==> src/hw/rtl/pfla_pkg.sv <==
// Shared types and codes for the page free-list allocator.
`timescale 1ns / 1ps

package pfla_pkg;

	localparam int unsigned CMD_W    = 2;
	localparam int unsigned STAT_W   = 2;
	localparam int unsigned CFG_W    = 13;
	localparam int unsigned OADDR_W  = 24;
	localparam int unsigned OCOUNT_W = 13;
	localparam int unsigned ADDR_W   = 64;
	localparam int unsigned PHYS_W   = 48;

	typedef enum logic [CMD_W-1:0] {
		CMD_INIT  = 2'd0,
		CMD_ALLOC = 2'd1,
		CMD_FREE  = 2'd2
	} cmd_code_t;

	typedef enum logic [STAT_W-1:0] {
		STAT_OK       = 2'd0,
		STAT_EMPTY    = 2'd1,
		STAT_BAD_FREE = 2'd2,
		STAT_NOT_INIT = 2'd3
	} status_code_t;

	typedef enum logic {
		CFG_TOTAL    = 1'b0,
		CFG_RESERVED = 1'b1
	} cfg_index_t;

	typedef enum logic [1:0] {
		S_IDLE,
		S_EXEC,
		S_INIT
	} state_t;

	typedef struct packed {
		logic accept;
		logic exec;
		logic sweep;
	} ctrl_cmd_t;

	typedef struct packed {
		logic sweep_last;
	} dp_status_t;

endpackage

==> src/hw/rtl/pfla_ctrl.sv <==
// Controller state machine for the page free-list allocator.
`timescale 1ns / 1ps

module pfla_ctrl (
	input  logic                         clk,
	input  logic                         arst_n,
	input  logic                         start,
	input  logic [pfla_pkg::CMD_W-1:0]   command,
	input  pfla_pkg::dp_status_t         dp_stat,
	output pfla_pkg::ctrl_cmd_t          ctl,
	output logic                         busy
);
	import pfla_pkg::*;

	state_t state_q;
	state_t state_d;

	always_ff @(posedge clk or negedge arst_n) begin
		if (!arst_n) begin
			state_q <= S_IDLE;
		end else begin
			state_q <= state_d;
		end
	end

	always_comb begin
		state_d = state_q;
		unique case (state_q)
			S_IDLE: begin
				if (start) begin
					state_d = (command == CMD_INIT) ? S_INIT : S_EXEC;
				end
			end
			S_EXEC: begin
				state_d = S_IDLE;
			end
			S_INIT: begin
				if (dp_stat.sweep_last) begin
					state_d = S_IDLE;
				end
			end
			default: begin
				state_d = S_IDLE;
			end
		endcase
	end

	always_comb begin
		ctl.accept = (state_q == S_IDLE) && start;
		ctl.exec   = (state_q == S_EXEC);
		ctl.sweep  = (state_q == S_INIT);
		busy       = (state_q != S_IDLE);
	end

endmodule

==> config.mk <==
export PLATFORM = sky130hd
export DESIGN_NAME = pfla_ctrl
export DESIGN_NICKNAME = d
export VERILOG_FILES = /design/src/hw/rtl/pfla_pkg.sv /design/src/hw/rtl/pfla_ctrl.sv
export SDC_FILE = /design/constraint.sdc
export NUM_CORES = 1
export LEC_CHECK = 0
export BUFFER_PORTS_ARGS = -buffer_cell sky130_fd_sc_hd__buf_2
export CAP_MARGIN = 20
export CORE_AREA = 2 2 39 41
export CTS_BUF_LIST = sky130_fd_sc_hd__clkbuf_8
export CTS_CLUSTER_SIZE = 40
export DETAILED_ROUTE_END_ITERATION = 8
export DIE_AREA = 0 0 41 43
export GPL_TIMING_DRIVEN = 1
export SKIP_LAST_GASP = 1
export SYNTH_ARGS = -nofsm -noshare
export SYNTH_HDL_FRONTEND = slang
export SYNTH_SLANG_ARGS = --single-unit
==> constraint.sdc <==
create_clock -name clk -period 2.45 [get_ports clk]
set_input_delay 0.245 -clock clk [delete_from_list [all_inputs] [get_ports clk]]
set_output_delay 0.245 -clock clk [all_outputs]
set_load 0.05 [all_outputs]
==> results of run 1 <==
-- how the worst max path moves through the flow --
stage                     from  cells after the start    endpoint  slack, ns
floorplan           state_q[1]                      2  state_q[0]       0.54
global placement    state_q[1]                      2      ctl[2]       1.27
detailed placement  state_q[1]                      2      ctl[2]       1.23
CTS                 state_q[1]                      2      ctl[2]       0.99
global route        state_q[1]                      2      ctl[2]       0.94
finish              state_q[1]                      2      ctl[2]       1.02
-- layer usage --
layer	up-vias	global-route usage, %	wire length (µm)
met4	0	8.00	0
met2	7	5.63	140
met3	0	1.57	26
li1	63	-	-
met5	-	0	0
met1	45	2.89	113
-- repair_timing --
action,4_1_cts,5_1_grt
setup endpoints to repair,0,0
hold buffers,1,0
setup buffers,0,0
hold endpoints to repair,2,0
-- cells in the final DEF (no fill, tap or decap) --
master	Yosys	layout
a21oi_1	1	1
and2b_1	1	1
buf_2	0	9
clkbuf_8	0	3
dfrtp_1	2	2
dlygate4sd3_1	0	1
nor2b_1	1	1
nor3b_1	1	1
o21a_1	1	1
or2_2	1	1
or2b_1	1	1
or4b_1	1	1
-- cells by family (layout without fill, tap and decap cells) --
| family | count (synthesis) | count (layout) | synth area share, % |
|---|---|---|---|
| buffers and inverters | 0 | 13 | 0 |
| flip-flops | 2 | 2 | 46.5 |
| AND/OR/NAND/NOR | 6 | 6 | 41.9 |
| AO/OA/AOI/OAI | 2 | 2 | 11.6 |
-- per-stage QoR --
step	hold WS, ns	std cells	total power [mW]
after CTS	0.254	39	0.218
after detailed placement	0.0338	35	0.0840
after global placement	0.0325	35	0.0839
after global routing	0.267	39	0.226
after floorplan	-0.0506	10	0.0720
final	0.254	39	0.212
-- synthesized netlist by cell type (all sizes together) --
cell	count	share of area, %
nor3b	1	7.0
nor2b	1	5.8
dfrtp	2	47
o21a	1	7.0
or2	1	5.8
a21oi	1	4.6
or4b	1	9.3
and2b	1	7.0
or2b	1	7.0
-- critical path, delay by kind of cell, from the launching register on --
| family | cells | cell delay [ns] |
|---|---|---|
| simple gates | 1 | 0.27 |
| buf+inv | 1 | 0.31 |
| flops | 1 | 0.40 |
-- layout make-up --
class / instances / area share, %
well taps: 16 / 8.94
repair buffers: 10 / 24.6
flip-flops and latches: 2 / 22.3
multi-input cells: 8 / 25.7
clock buffers: 3 / 18.4
-- where the power goes --
part	internal, mW	switching, mW	total [mW]
registers	0.0361	0.00310	0.0392
logic	0.0143	0.0310	0.0452
clock network	0.104	0.0243	0.128
total	0.154	0.0584	0.212
==> summary.txt, run 1 <==
Critical path
  – Critical Path End Type: output pin
  – Worst Path Max Fanout: 6
  – WP data arrival: 1.19 ns
  – Critical path cell sequence: nor3b_1, buf_2
  – Reg2reg start: state_q[1]
  – CP required: 2.20 ns
  – Reg2reg setup slack: 1.30 ns
  – Critical Path Source Type: flop
  – Slowest-stage cell, CP: dfrtp_1
  – Slowest Stage Delay on Critical Path: 0.40 ns
  – Cell count of the worst reg-to-reg path: 2
  – Reg2Reg Capture Point: state_q[1]
  – Critical Setup Path Class: flop to output pin

Cells and area
  – Multi-input gate area: 57.6 µm²
  – Biggest registers after layout: state_q (2)
  – Biggest register: state_q
  – Storage cell area: 50.0 µm²
  – Nets: 31
  – Antenna Cells: 0
  – Syn-to-layout area delta: 108%
  – Layout cells sized above 1: 56.5%
  – Post-route cell area: 224 µm²
  – Max FFs per register: 2
  – Fill cells: 156
  – Post-Route Utilization: 16.2%

Min path
  – Hold Path Origin: command[0]
  – Hold crit path type: primary input to flop
  – Hold Path Sink: state_q[0]
  – Hold depth: 2

Clock tree
  – CTS tree: yes
  – Root buffer cell: clkbuf_8
  – Clk_lat worst skew: 0.21 ns
  – Clock Tree Buf Depth: 2
  – H-tree depth: 1
  – Clock Pin Slew Worst Setup and Hold Paths: 0.03 ns
  – Resize count post-CTS: 0
  – CTS Buf Count: 3
  – Sink Count: 2

Timing
  – Worst-Margin Slew: 0.239 ns
  – Period utilization: 58.5%
  – Post-Route Skew: 0.000481 ns
  – PnR worst setup slack: 1.02 ns
  – Final Hold Fails: 0
  – RSZ-0062 raised after global routing: false
  – Setup TNS after final layout: 0 ns
  – Relative slew slack: 84.0%
  – # setup viols final: 0
  – Pins Over Slew Limit: 0
  – Max Fclk: 697 MHz
  – Final Critical Period: 1.43 ns

Drt
  – Drt first pass iters: 1
  – WL final: 281 µm
  – WL/cell: 7.21 µm
  – Antenna viol nets, final: 0
  – DRC viols: 0
  – DR vias: 115
  – Via/cell ratio: 2.95
  – Initial drt markers: 0

Place
  – Placement Setup Slack: 1.23 ns
  – Placed inst area: 173 µm²
  – GPL Wtd Cong: 0.432
  – Count of input and output buffers: 9

Die
  – FP Rows: 14
  – Core Region: 1380 µm²
  – I/O Pins: 10
  – Die ar.: 1760 µm²
  – Die width: 41 µm
  – Initial Util: 7.78%
  – Die Y: 43 µm

GRT
  – Initial antenna violation count: 0
  – Total GRT Usage: 4.22%
  – Number of global-route vias before repair: 131
  – Overflow left after global routing: 0
  – Largest net degree at the start of global routing: 7
  – Global-route wire length before repair: 427 µm

Pwr
  – P per Cell Area: 949 nW/µm²
  – Worst vdd ir: 0.108 mV
  – LEAKAGE: 0.114 nW

Logic synthesis
  – Sequential fraction of the synthesis area: 46.5%
  – Synthesis Warnings: 0
  – Avg Inst Size Synth: 10.8 µm²
  – Synth Instances: 10
  – Syn Nets: 16
  – Yosys reg bits: 2
  – Syn Std Cell Area: 108 µm²
  – Yosys cell types: 9

Run
  – Max-Cap Viols: 0

Run status
  – Outcome: completed
Note: power is estimated with default switching activity, not from simulation.
==> inputs of run 2 (changes only) <==
clock period = 1.5 ns   (was 2.45 ns; I/O delays follow)
==> summary.txt, run 2 (same netlist as run 1, synthesis figures left out) <==
Cells and area
  – Fill cells: 164
  – Antenna Cells: 0
  – Storage cell area: 50.0 µm²
  – Max FFs per register: 2
  – Fin cells: 39
  – Biggest register: state_q
  – Biggest registers after layout: state_q (2)
  – Commonest non-fill, non-tap cell in the layout: buf_2
  – Nets: 31
  – Syn-to-layout area delta: 113%
  – Layout cells sized above 1: 60.9%
  – Multi-input gate area: 62.6 µm²
  – Highest-count cells in the layout ignoring fill and taps: buf_2 (9), clkbuf_8 (3), dfrtp_1 (2)

Drt
  – WL final: 287 µm
  – Antenna viol nets, final: 0
  – Drt first pass iters: 1
  – DR vias: 124
  – Initial drt markers: 0
  – DRC viols: 0
  – Via/cell ratio: 3.18
  – WL/cell: 7.36 µm

Die
  – Core Region: 1380 µm²
  – Die ar.: 1760 µm²
  – Die Y: 43 µm
  – I/O Pins: 10
  – Initial Util: 7.78%
  – Die width: 41 µm
  – FP Rows: 14

Place
  – Count of input and output buffers: 9
  – Placed cell count: 35
  – GPL Wtd Cong: 0.514
  – Placement Setup Slack: 0.353 ns

Clock tree
  – Clk_lat worst skew: 0.21 ns
  – CTS tree: yes
  – Root buffer cell: clkbuf_8
  – Clock Tree Buf Depth: 2
  – Sink Count: 2
  – Clock Pin Slew Worst Setup and Hold Paths: 0.03 ns
  – CTS Buf Count: 3
  – H-tree depth: 1

GRT
  – Global-route wire length before repair: 462 µm
  – Total GRT Usage: 5.02%
  – Overflow left after global routing: 0
  – Initial antenna violation count: 0
  – Number of global-route vias before repair: 135
  – Largest net degree at the start of global routing: 7

Timing
  – Pins Over Slew Limit: 0
  – Relative slew slack: 83.5%
  – Worst-Margin Slew: 0.249 ns
  – PnR worst setup slack: 0.225 ns
  – Setup TNS after final layout: 0 ns
  – Period utilization: 85.0%
  – Final Hold Fails: 0
  – Max Fclk: 784 MHz
  – Post-Route Skew: 0.00237 ns
  – Final Critical Period: 1.28 ns
  – # setup viols final: 0
  – RSZ-0062 raised after global routing: false

Critical path
  – Critical Setup Path Class: flop to output pin
  – Slowest Stage Delay on Critical Path: 0.40 ns
  – CP required: 1.35 ns
  – Critical path cell sequence: or2_2, buf_2
  – Critical Path Source Type: flop
  – WP data arrival: 1.13 ns
  – Slowest-stage cell, CP: dfrtp_1
  – Critical Path End Type: output pin
  – Worst Path Max Fanout: 6

Pwr
  – Tot Pwr: 0.353 mW
  – LEAKAGE: 0.117 nW
  – P per Cell Area: 1540 nW/µm²
  – Worst vdd ir: 0.280 mV

Min path
  – Hold crit path type: primary input to flop

Run
  – Max-Cap Viols: 0

Run status
  – Outcome: completed
==> run 2: area by class of cell <==
class                           count  area share [%]
Clock buffer                        3            18.0
Multi-Input combinational cell      8            27.3
Sequential cell                     2            21.9
Tap cell                           16            8.74
Timing Repair Buffer               10            24.0
==> run 2: what timing repair did <==
item	CTS	global route
endpoints found under the hold margin	2	0
gates resized for setup	0	0
hold buffers	1	0
setup buffers	0	0
setup endpoints to repair	0	0
==> run 2: worst paths after layout <==
kind	end	slack, ns	cells after the start	start
setup / recovery	busy	0.22	2	state_q[1]
hold / removal	state_q[0]	0.16	2	command[0]
setup reg to reg	state_q[1]	0.36	2	state_q[1]
hold reg to reg	state_q[1]	0.50	1	state_q[0]
max in group asynchronous	state_q[0]	1.14	2	arst_n
min in group asynchronous	state_q[1]	0.26	2	arst_n
==> run 2: critical path, delay by kind of cell, from the launching register on <==
| family | cells | cell delay [ns] |
|---|---|---|
| buffers and inverters | 1 | 0.21 |
| flip-flops | 1 | 0.40 |
| AND/OR/NAND/NOR | 1 | 0.30 |
==> run 2: metrics by stage <==
stage	hold WS, ns	utilization [%]	instance area [µm²]
global route	0.178	16.5	229
CTS	0.164	16.5	229
finish	0.162	16.5	229
detailed placement	-0.0647	12.8	178
global placement	-0.0637	12.8	178
floorplan	-0.146	-	113
==> run 2: where the power goes <==
| group | internal [mW] | switching [mW] |
|---|---|---|
| Combinational | 0.0242 | 0.0505 |
| Clock | 0.170 | 0.0443 |
| Sequential | 0.0589 | 0.00549 |
| Total | 0.253 | 0.100 |
==> run 2: routing by layer <==
metal  wire length, µm  up-vias  track usage [%]
met5                 0        -                0
li1                  -       61                -
met1                94       55             3.53
met3                20        2             1.57
met4                16        0             12.0
met2               156        6             5.63
